--- src/rtl/core/oam_pkg.sv ---
// oam_pkg: shared constants, action codes and control/status structs
// used by the oam dma controller, datapath and top level; no dependencies
`default_nettype none

package oam_pkg;

    // parameter defaults
    localparam int unsigned DEF_TRANSFER_LEN    = 160;
    localparam int unsigned DEF_CYCLES_PER_BYTE = 4;
    localparam int unsigned DEF_START_DELAY     = 8;

    // fixed sizes
    localparam int unsigned MAX_RESULTS = 64;
    localparam int unsigned CNT_W       = 7;
    localparam int unsigned ACCUM_W     = 9;
    localparam int unsigned DELAY_W     = 4;
    localparam logic [ACCUM_W-1:0] ACCUM_MAX = 9'd511;
    localparam logic [7:0]  PAGE_RST = 8'hFF;
    localparam logic [15:0] OAM_LO   = 16'hFE00;
    localparam logic [15:0] OAM_HI   = 16'hFE9F;

    // action codes
    localparam logic [1:0] ACT_TICK  = 2'd0;
    localparam logic [1:0] ACT_WRITE = 2'd1;
    localparam logic [1:0] ACT_CHECK = 2'd2;

    // controller to datapath
    typedef struct packed {
        logic accept;
        logic add;
        logic copy;
        logic seg_end;
        logic emit;
    } t_cmd;

    // datapath to controller
    typedef struct packed {
        logic tick_run;
        logic can_copy;
        logic start_after;
        logic rem_zero;
        logic out_free;
        logic last_emit;
    } t_sts;

endpackage

`default_nettype wire

--- src/rtl/core/oam_ctrl.sv ---
// oam_ctrl: sequencing state machine of the oam dma engine
// depends on oam_pkg (t_cmd, t_sts)
`default_nettype none

module oam_ctrl (
    input  wire logic          i_clk,
    input  wire logic          i_rst_n,
    input  wire logic          i_valid,
    input  wire oam_pkg::t_sts i_sts,
    output logic               o_ready,
    output oam_pkg::t_cmd      o_cmd
);
    import oam_pkg::*;

    typedef enum logic [1:0] {
        S_IDLE,
        S_ADD,
        S_COPY,
        S_EMIT
    } t_state;

    t_state r_state;
    t_state n_state;

    always_comb begin
        n_state = r_state;
        o_cmd   = '0;
        o_ready = 1'b0;
        case (r_state)
            S_IDLE: begin
                o_ready = 1'b1;
                if (i_valid) begin
                    o_cmd.accept = 1'b1;
                    n_state = i_sts.tick_run ? S_ADD : S_EMIT;
                end
            end
            S_ADD: begin
                o_cmd.add = 1'b1;
                n_state   = S_COPY;
            end
            S_COPY: begin
                if (i_sts.can_copy) begin
                    o_cmd.copy = 1'b1;
                end else begin
                    o_cmd.seg_end = 1'b1;
                    // second segment only when the new transfer starts with cycles left
                    n_state = (i_sts.start_after && !i_sts.rem_zero) ? S_ADD : S_EMIT;
                end
            end
            S_EMIT: begin
                if (i_sts.out_free) begin
                    o_cmd.emit = 1'b1;
                    if (i_sts.last_emit) begin
                        n_state = S_IDLE;
                    end
                end
            end
            default: begin
                n_state = S_IDLE;
            end
        endcase
    end

    always_ff @(posedge i_clk) begin
        if (!i_rst_n) begin
            r_state <= S_IDLE;
        end else begin
            r_state <= n_state;
        end
    end

endmodule

`default_nettype wire

--- src/rtl/core/oam_dp.sv ---
// oam_dp: transfer state, cycle accounting, copy counting and output register
// depends on oam_pkg; driven by commands from oam_ctrl
`default_nettype none

module oam_dp #(
    parameter int unsigned TRANSFER_LEN    = oam_pkg::DEF_TRANSFER_LEN,
    parameter int unsigned CYCLES_PER_BYTE = oam_pkg::DEF_CYCLES_PER_BYTE,
    parameter int unsigned START_DELAY     = oam_pkg::DEF_START_DELAY
) (
    input  wire logic          i_clk,
    input  wire logic          i_rst_n,
    input  wire oam_pkg::t_cmd i_cmd,
    output oam_pkg::t_sts      o_sts,
    input  wire logic [1:0]    i_action,
    input  wire logic [7:0]    i_cycles,
    input  wire logic [7:0]    i_page,
    input  wire logic [15:0]   i_addr,
    input  wire logic          i_ready,
    output logic               o_valid,
    output logic               o_copy_valid,
    output logic [15:0]        o_src_addr,
    output logic [7:0]         o_oam_index,
    output logic               o_last,
    output logic               o_dma_active,
    output logic               o_oam_blocked,
    output logic [7:0]         o_dma_reg
);
    import oam_pkg::*;

    localparam int unsigned PW = $clog2(TRANSFER_LEN + 1);

    // transfer state
    logic               r_active;
    logic               r_pending;
    logic [DELAY_W-1:0] r_delay;
    logic [7:0]         r_pending_page;
    logic [7:0]         r_source_page;
    logic [PW-1:0]      r_progress;
    logic [ACCUM_W-1:0] r_accum;
    logic [7:0]         r_page_reg;

    // per-item work registers
    logic [7:0]         r_rem;
    logic               r_start;
    logic               r_seg;
    logic               r_blocked;
    logic [7:0]         r_sp0;
    logic [PW-1:0]      r_ss0;
    logic [CNT_W-1:0]   r_n0;
    logic [CNT_W-1:0]   r_total;
    logic [CNT_W-1:0]   r_k;

    // output register
    logic        r_out_valid;
    logic        r_out_copy;
    logic [15:0] r_out_src;
    logic [7:0]  r_out_idx;
    logic        r_out_last;
    logic        r_out_active;
    logic        r_out_blocked;
    logic [7:0]  r_out_reg;

    logic [7:0]         delay8;
    logic               delay_hit;
    logic [7:0]         step;
    logic [ACCUM_W:0]   sum;
    logic               can_copy;
    logic               out_free;
    logic [CNT_W-1:0]   k_next;
    logic               last_emit;
    logic               in_seg0;
    logic [7:0]         e_prog;
    logic               in_oam;

    assign delay8    = 8'(r_delay);
    assign delay_hit = r_pending && !(r_rem < delay8);
    assign step      = (r_pending && (r_rem >= delay8)) ? delay8 : r_rem;
    assign sum       = (ACCUM_W+1)'(r_accum) + (ACCUM_W+1)'(step);

    assign can_copy = r_active && (r_accum >= ACCUM_W'(CYCLES_PER_BYTE))
                    && (r_progress < PW'(TRANSFER_LEN))
                    && (r_total < CNT_W'(MAX_RESULTS));

    assign out_free  = !r_out_valid || i_ready;
    assign k_next    = r_k + CNT_W'(1);
    assign last_emit = (k_next >= r_total);
    assign in_seg0   = (r_k < r_n0);
    assign e_prog    = in_seg0 ? (8'(r_ss0) + 8'(r_k)) : 8'(r_k - r_n0);
    assign in_oam    = (i_addr >= OAM_LO) && (i_addr <= OAM_HI);

    always_comb begin
        o_sts.tick_run    = (i_action == ACT_TICK) && (i_cycles != 8'd0);
        o_sts.can_copy    = can_copy;
        o_sts.start_after = r_start;
        o_sts.rem_zero    = (r_rem == 8'd0);
        o_sts.out_free    = out_free;
        o_sts.last_emit   = last_emit;
    end

    // transfer state and control registers
    always_ff @(posedge i_clk) begin
        if (!i_rst_n) begin
            r_active       <= 1'b0;
            r_pending      <= 1'b0;
            r_delay        <= '0;
            r_pending_page <= 8'd0;
            r_source_page  <= 8'd0;
            r_progress     <= '0;
            r_accum        <= '0;
            r_page_reg     <= PAGE_RST;
            r_start        <= 1'b0;
            r_seg          <= 1'b0;
            r_n0           <= '0;
            r_total        <= '0;
            r_k            <= '0;
            r_out_valid    <= 1'b0;
        end else begin
            if (i_cmd.accept) begin
                r_seg   <= 1'b0;
                r_start <= 1'b0;
                r_n0    <= '0;
                r_total <= '0;
                r_k     <= '0;
                if (i_action == ACT_WRITE) begin
                    r_page_reg     <= i_page;
                    r_pending      <= 1'b1;
                    r_pending_page <= i_page;
                    r_delay        <= DELAY_W'(START_DELAY);
                end
            end
            if (i_cmd.add) begin
                r_start <= delay_hit;
                if (r_pending) begin
                    r_delay <= r_delay - DELAY_W'(step);
                end
                if (r_active) begin
                    r_accum <= (sum > (ACCUM_W+1)'(ACCUM_MAX)) ? ACCUM_MAX : sum[ACCUM_W-1:0];
                end
            end
            if (i_cmd.copy) begin
                r_progress <= r_progress + PW'(1);
                r_accum    <= r_accum - ACCUM_W'(CYCLES_PER_BYTE);
                r_total    <= r_total + CNT_W'(1);
                if (!r_seg) begin
                    r_n0 <= r_n0 + CNT_W'(1);
                end
            end
            if (i_cmd.seg_end) begin
                if (r_progress >= PW'(TRANSFER_LEN)) begin
                    r_active <= 1'b0;
                end
                if (r_start) begin
                    r_source_page <= r_pending_page;
                    r_progress    <= '0;
                    r_accum       <= '0;
                    r_active      <= 1'b1;
                    r_pending     <= 1'b0;
                    r_seg         <= 1'b1;
                end
            end
            if (i_cmd.emit) begin
                r_k         <= k_next;
                r_out_valid <= 1'b1;
            end else if (i_ready) begin
                r_out_valid <= 1'b0;
            end
        end
    end

    // payload registers
    always_ff @(posedge i_clk) begin
        if (i_cmd.accept) begin
            r_rem     <= i_cycles;
            r_blocked <= (i_action == ACT_CHECK) && r_active && in_oam;
        end
        if (i_cmd.add) begin
            r_rem <= r_rem - step;
            if (!r_seg) begin
                r_sp0 <= r_source_page;
                r_ss0 <= r_progress;
            end
        end
        if (i_cmd.emit) begin
            r_out_copy    <= (r_total != '0);
            r_out_src     <= (r_total != '0)
                           ? {(in_seg0 ? r_sp0 : r_source_page), e_prog} : 16'd0;
            r_out_idx     <= (r_total != '0) ? e_prog : 8'd0;
            r_out_last    <= last_emit;
            r_out_active  <= r_active;
            r_out_blocked <= (r_total == '0) ? r_blocked : 1'b0;
            r_out_reg     <= r_page_reg;
        end
    end

    assign o_valid       = r_out_valid;
    assign o_copy_valid  = r_out_copy;
    assign o_src_addr    = r_out_src;
    assign o_oam_index   = r_out_idx;
    assign o_last        = r_out_last;
    assign o_dma_active  = r_out_active;
    assign o_oam_blocked = r_out_blocked;
    assign o_dma_reg     = r_out_reg;

endmodule

`default_nettype wire

--- src/rtl/core/oam_dma_engine.sv ---
// oam_dma_engine: top level, a write, a check, an unknown action or a zero-cycle tick is
// accepted and gives one result; a tick that copies n bytes runs an add step and a copy
// scan per segment, then gives max(n, 1) results: the scan of the shared copy counter
// (one byte a cycle), then one result a cycle out of the output register when it is free
// one item in work at a time; the next item is taken while the last result still waits
// reset is synchronous active low: no transfer, no pending start, dma register reads 0xff
`default_nettype none

module oam_dma_engine #(
    parameter int unsigned TRANSFER_LEN    = oam_pkg::DEF_TRANSFER_LEN,
    parameter int unsigned CYCLES_PER_BYTE = oam_pkg::DEF_CYCLES_PER_BYTE,
    parameter int unsigned START_DELAY     = oam_pkg::DEF_START_DELAY
) (
    input  wire logic        i_clk,
    input  wire logic        i_rst_n,
    // input item channel
    input  wire logic        i_valid,
    output logic             o_ready,
    input  wire logic [1:0]  i_action,
    input  wire logic [7:0]  i_cycles,
    input  wire logic [7:0]  i_page,
    input  wire logic [15:0] i_addr,
    // result channel
    output logic             o_valid,
    input  wire logic        i_ready,
    output logic             o_copy_valid,
    output logic [15:0]      o_src_addr,
    output logic [7:0]       o_oam_index,
    output logic             o_last,
    output logic             o_dma_active,
    output logic             o_oam_blocked,
    output logic [7:0]       o_dma_reg
);
    import oam_pkg::*;

    t_cmd cmd;
    t_sts sts;

    // sequencer: idle -> add (spend cycles of one segment) -> copy scan -> emit
    // a tick has at most two segments: the old transfer up to the end of the start
    // delay, then the new transfer with the cycles left over
    oam_ctrl u_ctrl (
        .i_clk   (i_clk),
        .i_rst_n (i_rst_n),
        .i_valid (i_valid),
        .i_sts   (sts),
        .o_ready (o_ready),
        .o_cmd   (cmd)
    );

    // datapath: the whole tick is resolved first so that the final transfer state
    // is known on every result, then copy commands are rebuilt from segment marks
    oam_dp #(
        .TRANSFER_LEN    (TRANSFER_LEN),
        .CYCLES_PER_BYTE (CYCLES_PER_BYTE),
        .START_DELAY     (START_DELAY)
    ) u_dp (
        .i_clk         (i_clk),
        .i_rst_n       (i_rst_n),
        .i_cmd         (cmd),
        .o_sts         (sts),
        .i_action      (i_action),
        .i_cycles      (i_cycles),
        .i_page        (i_page),
        .i_addr        (i_addr),
        .i_ready       (i_ready),
        .o_valid       (o_valid),
        .o_copy_valid  (o_copy_valid),
        .o_src_addr    (o_src_addr),
        .o_oam_index   (o_oam_index),
        .o_last        (o_last),
        .o_dma_active  (o_dma_active),
        .o_oam_blocked (o_oam_blocked),
        .o_dma_reg     (o_dma_reg)
    );

endmodule

`default_nettype wire

--- config.mk ---
export PLATFORM = sky130hd
export DESIGN_NAME = oam_dma_engine
export DESIGN_NICKNAME = d
export VERILOG_FILES = /design/src/rtl/core/oam_pkg.sv /design/src/rtl/core/oam_ctrl.sv /design/src/rtl/core/oam_dp.sv /design/src/rtl/core/oam_dma_engine.sv
export SDC_FILE = /design/constraint.sdc
export NUM_CORES = 1
export LEC_CHECK = 0
export BUFFER_PORTS_ARGS = -buffer_cell sky130_fd_sc_hd__buf_4
export CORE_UTILIZATION = 45
export CTS_CLUSTER_SIZE = 25
export DETAILED_ROUTE_END_ITERATION = 8
export HOLD_SLACK_MARGIN = 0.08
export PLACE_DENSITY = 0.67
export SLEW_MARGIN = 5
export SYNTH_ARGS = -nofsm -noshare
export SYNTH_HDL_FRONTEND = slang
export SYNTH_HIERARCHICAL = 1
export SYNTH_SLANG_ARGS = --single-unit
--- constraint.sdc ---
create_clock -name i_clk -period 3.75 [get_ports i_clk]
set_input_delay 1.125 -clock i_clk [delete_from_list [all_inputs] [get_ports i_clk]]
set_output_delay 1.125 -clock i_clk [all_outputs]
set_load 0.02 [all_outputs]
-- Word-level counts from Yosys, hierarchy flattened
Cells that the tools add are included.
- input port bits: 38
- register bits: 134
- output and inout bits: 38
- $add $sub $neg: 10
- reduce and logical (&&, ||, !) cells: 30
- eq/ne operators: 9
- $lt $le $gt $ge: 11
- mux-type cells: 53
- bitwise gates (word level): 1
- operator list (kind ; count):
    2-to-1 mux 8 bit ; 8
    2-to-1 mux 9 bit ; 6
    2-to-1 mux 7 bit ; 6
    adder 7 x 1 -> 7 bit, second input constant ; 3
    2-to-1 mux 1 bit ; 21
    >= comparator 16 bit, second input constant ; 1
    <= comparator 16 bit, second input constant ; 1
    2-to-1 mux 4 bit ; 4
    2-to-1 mux 2 bit ; 7
    adder 9 x 8 -> 10 bit ; 1
    greater-than comparator 10 x 9 -> 1 bit, second input constant ; 1
    logical AND 1 bit ; 10
    nonzero test 2 bit ; 5
    >= comparator 9 x 3 -> 1 bit, second input constant ; 1
    subtractor 9 x 3 -> 9 bit, second input constant ; 1
    adder 8 x 1 -> 8 bit, second input constant ; 1
    adder 8 x 7 -> 8 bit ; 1
    >= comparator 8 x 4 -> 1 bit ; 1
    >= comparator 8 bit, second input constant ; 1
    zero test 8 bit ; 1
    < comparator 8 x 4 -> 1 bit ; 1
    < comparator 8 bit, second input constant ; 1
    case mux 2 bit (4 select lines) ; 1
    AND reduction 2 bit ; 4
    18 further kinds ; 26

-- Depth between registers and ports, before layout
- depth after elaboration: 11
- mapped depth: 16

-- Hierarchy
The synthesis kept the hierarchy.
- by module, submodules not included (module ; instances ; area an instance (µm²) ; sequential area each (µm²) ; cells each):
    oam_dp ; 1 ; 6867.8 ; 3012.9 ; 731
    oam_ctrl ; 1 ; 177.7 ; 40.0 ; 21

-- Worst setup path after synthesis
No wires, ideal clock.
- path type: register to register
- from: register u_dp.r_rem[6]
- to: register u_dp.r_accum[8]
- clock period less this slack: 3.248 ns
- library setup time: 0.115 ns
- data arrival time: 3.133 ns
- stages on the path, launching flop included: 14
- path buffers: 0
- slack: 0.502 ns
- cells stage by stage: edfxtp_1 -> or4_4 -> o21ai_2 -> o21ai_2 -> o21ai_0 -> ha_1 -> inv_1 -> fa_1 -> nor2b_1 -> o211ai_1 -> a21boi_0 -> o41ai_1 -> mux2_2 -> o21a_1
- cells in the longest elaborated chain, start to end: 11
- RTL lines (element ; RTL line ; text):
    from (decl) ; oam_dp.sv:43 ; logic [7:0] r_rem;
    from (signal assigned) ; oam_dp.sv:173 ; r_rem <= i_cycles;
    from (signal assigned) ; oam_dp.sv:177 ; r_rem <= r_rem - step;
    >= comparator 8 x 4 -> 1 bit ; oam_dp.sv:77 ; assign step = (r_pending && (r_rem >= delay8)) ? delay8 : r_rem;
    logical AND 1 bit ; oam_dp.sv:77 ;
    2-to-1 mux 8 bit (*) ; oam_dp.sv:77 ;
    adder 9 x 8 -> 10 bit (*) ; oam_dp.sv:78 ; assign sum = (ACCUM_W+1)'(r_accum) + (ACCUM_W+1)'(step);
    greater-than comparator 10 x 9 -> 1 bit ; oam_dp.sv:137 ; r_accum <= (sum > (ACCUM_W+1)'(ACCUM_MAX)) ? ACCUM_MAX : sum[ACCUM_W-1:0];
    2-to-1 mux 9 bit (*) ; oam_dp.sv:137 ;
    2-to-1 mux 9 bit (*) ; oam_dp.sv:136 ; if (r_active) begin
    2-to-1 mux 9 bit (*) ; oam_dp.sv:131 ; if (i_cmd.add) begin
    2-to-1 mux 9 bit (*) ; oam_dp.sv:140 ; if (i_cmd.copy) begin
    2-to-1 mux 9 bit ; oam_dp.sv:152 ; if (r_start) begin
    2-to-1 mux 9 bit (*) ; oam_dp.sv:148 ; if (i_cmd.seg_end) begin
    to (signal assigned) ; oam_dp.sv:137 ;
    to (signal assigned) ; oam_dp.sv:142 ; r_accum <= r_accum - ACCUM_W'(CYCLES_PER_BYTE);
    to (decl) ; oam_dp.sv:39 ; logic [ACCUM_W-1:0] r_accum;
Every way passes the cells marked *; elsewhere a longest branch is shown, timed or not.
A chain may end at the register's enable or synchronous reset.

-- Final worst setup path
- from: register u_dp.r_rem[2]
- to: register u_dp.r_accum[8]
The elaborated chain is that of the path after synthesis.

==> flow_summary.ini <==
[grt]
grt_pass1_vias = 5394
gr-total-overflow = 0
antenna_found_initial = 0
grt_pass1_wl_um = 25100
grt_util_all_layers = 0.197
grt_max_degree = 56

[finish]
finish.instance_area_mm2 = 0.00828
largest_reg_flops = 16
fill_cells = 1355
final_net_count = 899
area_delta_synth_final_pct = 17.5
antenna_cells = 0
multi_input_area_mm2 = 0.00364
regArea_mm2 = 0.00305
drive_gt1_frac = 0.161

[floorplan]
rows = 45
die_x_um = 127
die_h_um = 127
core_mm2 = 0.0153
num_io_pins = 76
die_area_mm2 = 0.0162
initial_core_util = 0.462

[worst_setup_path]
cp_max_fo = 9
arrival_ns = 3.84
critical_path_required_ns = 4.07
max_stage_delay_ns = 0.44
reg2reg_depth = 12
crit_path_cell_trace = ha_1 > a21o_1 > a31oi_2 > o21ai_4 > mux2_2 > ha_1 > a211oi_1 > o21ai_1 > o211ai_1 > nand3b_1 > mux2_2 > o21a_1
crit_type = reg2reg
critPathBufInv = 0
path_depth = 12
crit_family = compound AO/OA/AOI/OAI gates
critPathSlowestCell = edfxtp_1
cp-end-kind = flop
crit_path_start_kind = flop

[timing]
tightest_slew_ns = 0.724
fmax_ghz = 0.283
setup_tns_ns = 0
slew_violations = 0
min_period_over_period = 0.941
period_needed_ns = 3.53
rsz0062_at_grt = no
setup_viol = 0
max_slew_margin = 0.515
skew_ns = 0.00733
hold_viol = 0

[status]
outcome = completed

[logic_synthesis]
synth-seq-cells = 126
postSynthCellCount = 752
seq_area_frac_synth = 0.433
syn_area_mm2 = 0.00705
ys.flop_type = dfxtp_1
synthArstFlopShare = 0
ys_types = 69
syn-num-nets = 843
synth-edff-count = 53
ys_warn_count = 6
avgSynthCellArea_um2 = 9.37

[routing]
wirelength_um = 15300
drt-vias-per-instance = 5.38
drcViolationCount = 0
postRouteAntennaNets = 0
vias = 5556
wire_per_inst_um = 14.8
drtPass1Iterations = 4
drtIter0Drc = 324

[place]
io_buffers = 70
dpl_cell_area_mm2 = 0.00767
place_hpwl_um = 11100
gp_congestion = 0.844

[min_path]
holdCritPathClass = reg2reg
min_path_cells = 0

[cts]
ctsLongestPathBuffers = 2
clk_latency_ns = 0.42
cts_tree = built
htreeDepth = 4
cts.sinks = 126
cts-root-buf = clkbuf_16
path_clk_slew_ns = 0.06
cts_buffers = 17

[job]
maxCapViolations = 0

[power]
powerDensity_mw_per_mm2 = 430
leakagePower_nw = 3.21
ir_worst_vdd_mv = 0.316
[report_power, final]
part | leakage (nW) | internal (mW) | switching (mW)
clock | 0.286 | 0.991 | 0.636
sequential | 1.08 | 1.48 | 0.0349
combinational | 1.84 | 0.182 | 0.235
[worst paths after layout]
check	slack, ns	startpoint	to
max	0.22	u_dp/r_rem[2]	u_dp/r_accum[8]
min	0.44	u_dp/r_page_reg[5]	u_dp/o_dma_reg[5]
max reg2reg	0.22	u_dp/r_rem[2]	u_dp/r_accum[8]
min reg2reg	0.44	u_dp/r_page_reg[5]	u_dp/o_dma_reg[5]
[per-stage QoR]
stage,power (mW),utilization,hold slack [ns],setup slack [ns],cells
final,3.56,0.542,0.437,0.222,1032
after CTS,3.59,0.541,0.435,0.101,1032
after global routing,3.70,0.542,0.442,0.0230,1032
after detailed placement,1.95,0.503,0.420,0.160,1000
after global placement,1.94,0.503,0.414,0.259,1000
after floorplan,1.83,-,0.408,0.502,752
[placed cells by master (no fill, tap or decap), drive strengths merged, types with 3 or more instances in the layout]
master and instances:
a211oi 11, a21boi 23, a21o 9, a21oi 52, a221oi 3, a22oi 3
a31oi 3, a41oi 3, and2 9, and3 5, and4 3, buf 77
clkbuf 18, clkinv 4, dfxtp 73, edfxtp 53, fa 5, ha 48
inv 46, mux2 6, mux2i 4, nand2 95, nand2b 17, nand3 22
nand4 5, nor2 51, nor2b 25, nor3 15, nor3b 6, nor4 6
o211ai 7, o21a 9, o21ai 33, o31ai 6, or3 4, or4 3
xnor2 18, xor2 14
[Yosys cell counts (18+ instances only)]
cell type	count	area, µm²
nand2_1	95	357
nand3_1	22	110
o21ai_0	30	150
dfxtp_1	73	1460
ha_1	48	601
edfxtp_1	53	1590
clkbuf_1	21	78.8
a21boi_0	23	173
nor2_1	50	188
a21oi_1	52	260
nor2b_1	24	150
xnor2_1	18	158
inv_1	40	150
[per-layer routing]
metal,track usage,part of all wire,vias up
li1,-,-,2761
met1,0.241,0.46,2648
met5,0,0,-
met4,0.0714,0.014,0
met2,0.339,0.49,128
met3,0.0448,0.038,19
[final cells by class]
| class | count | share of cell area |
|---|---|---|
| clock inverters | 14 | 0.0189 |
| multi-input cells | 546 | 0.440 |
| inverters | 40 | 0.0186 |
| repair buffers | 77 | 0.0698 |
| clock buffers | 18 | 0.0519 |
| flip-flops and latches | 126 | 0.369 |
| well taps | 211 | 0.0319 |
[timing repair]
item | CTS | global route
gates resized for setup | 0 | 6
hold endpoints to repair | 0 | 0
setup buffers | 0 | 0
endpoints found under the setup margin | 0 | 6
hold buffers | 0 | 0
[cells by family (layout without fill, tap and decap cells)]
kind of cell / Yosys count / after routing / share of synthesized area
AND/OR/NAND/NOR: 277 / 277 / 0.197
AO/OA/AOI/OAI: 174 / 174 / 0.163
flip-flops: 126 / 126 / 0.433
buffers and inverters: 80 / 149 / 0.0517
adder cells (fa/ha/maj): 53 / 53 / 0.0995
XOR/XNOR: 32 / 32 / 0.0398
multiplexers: 10 / 10 / 0.0153
(Power assumes the default switching activity.)
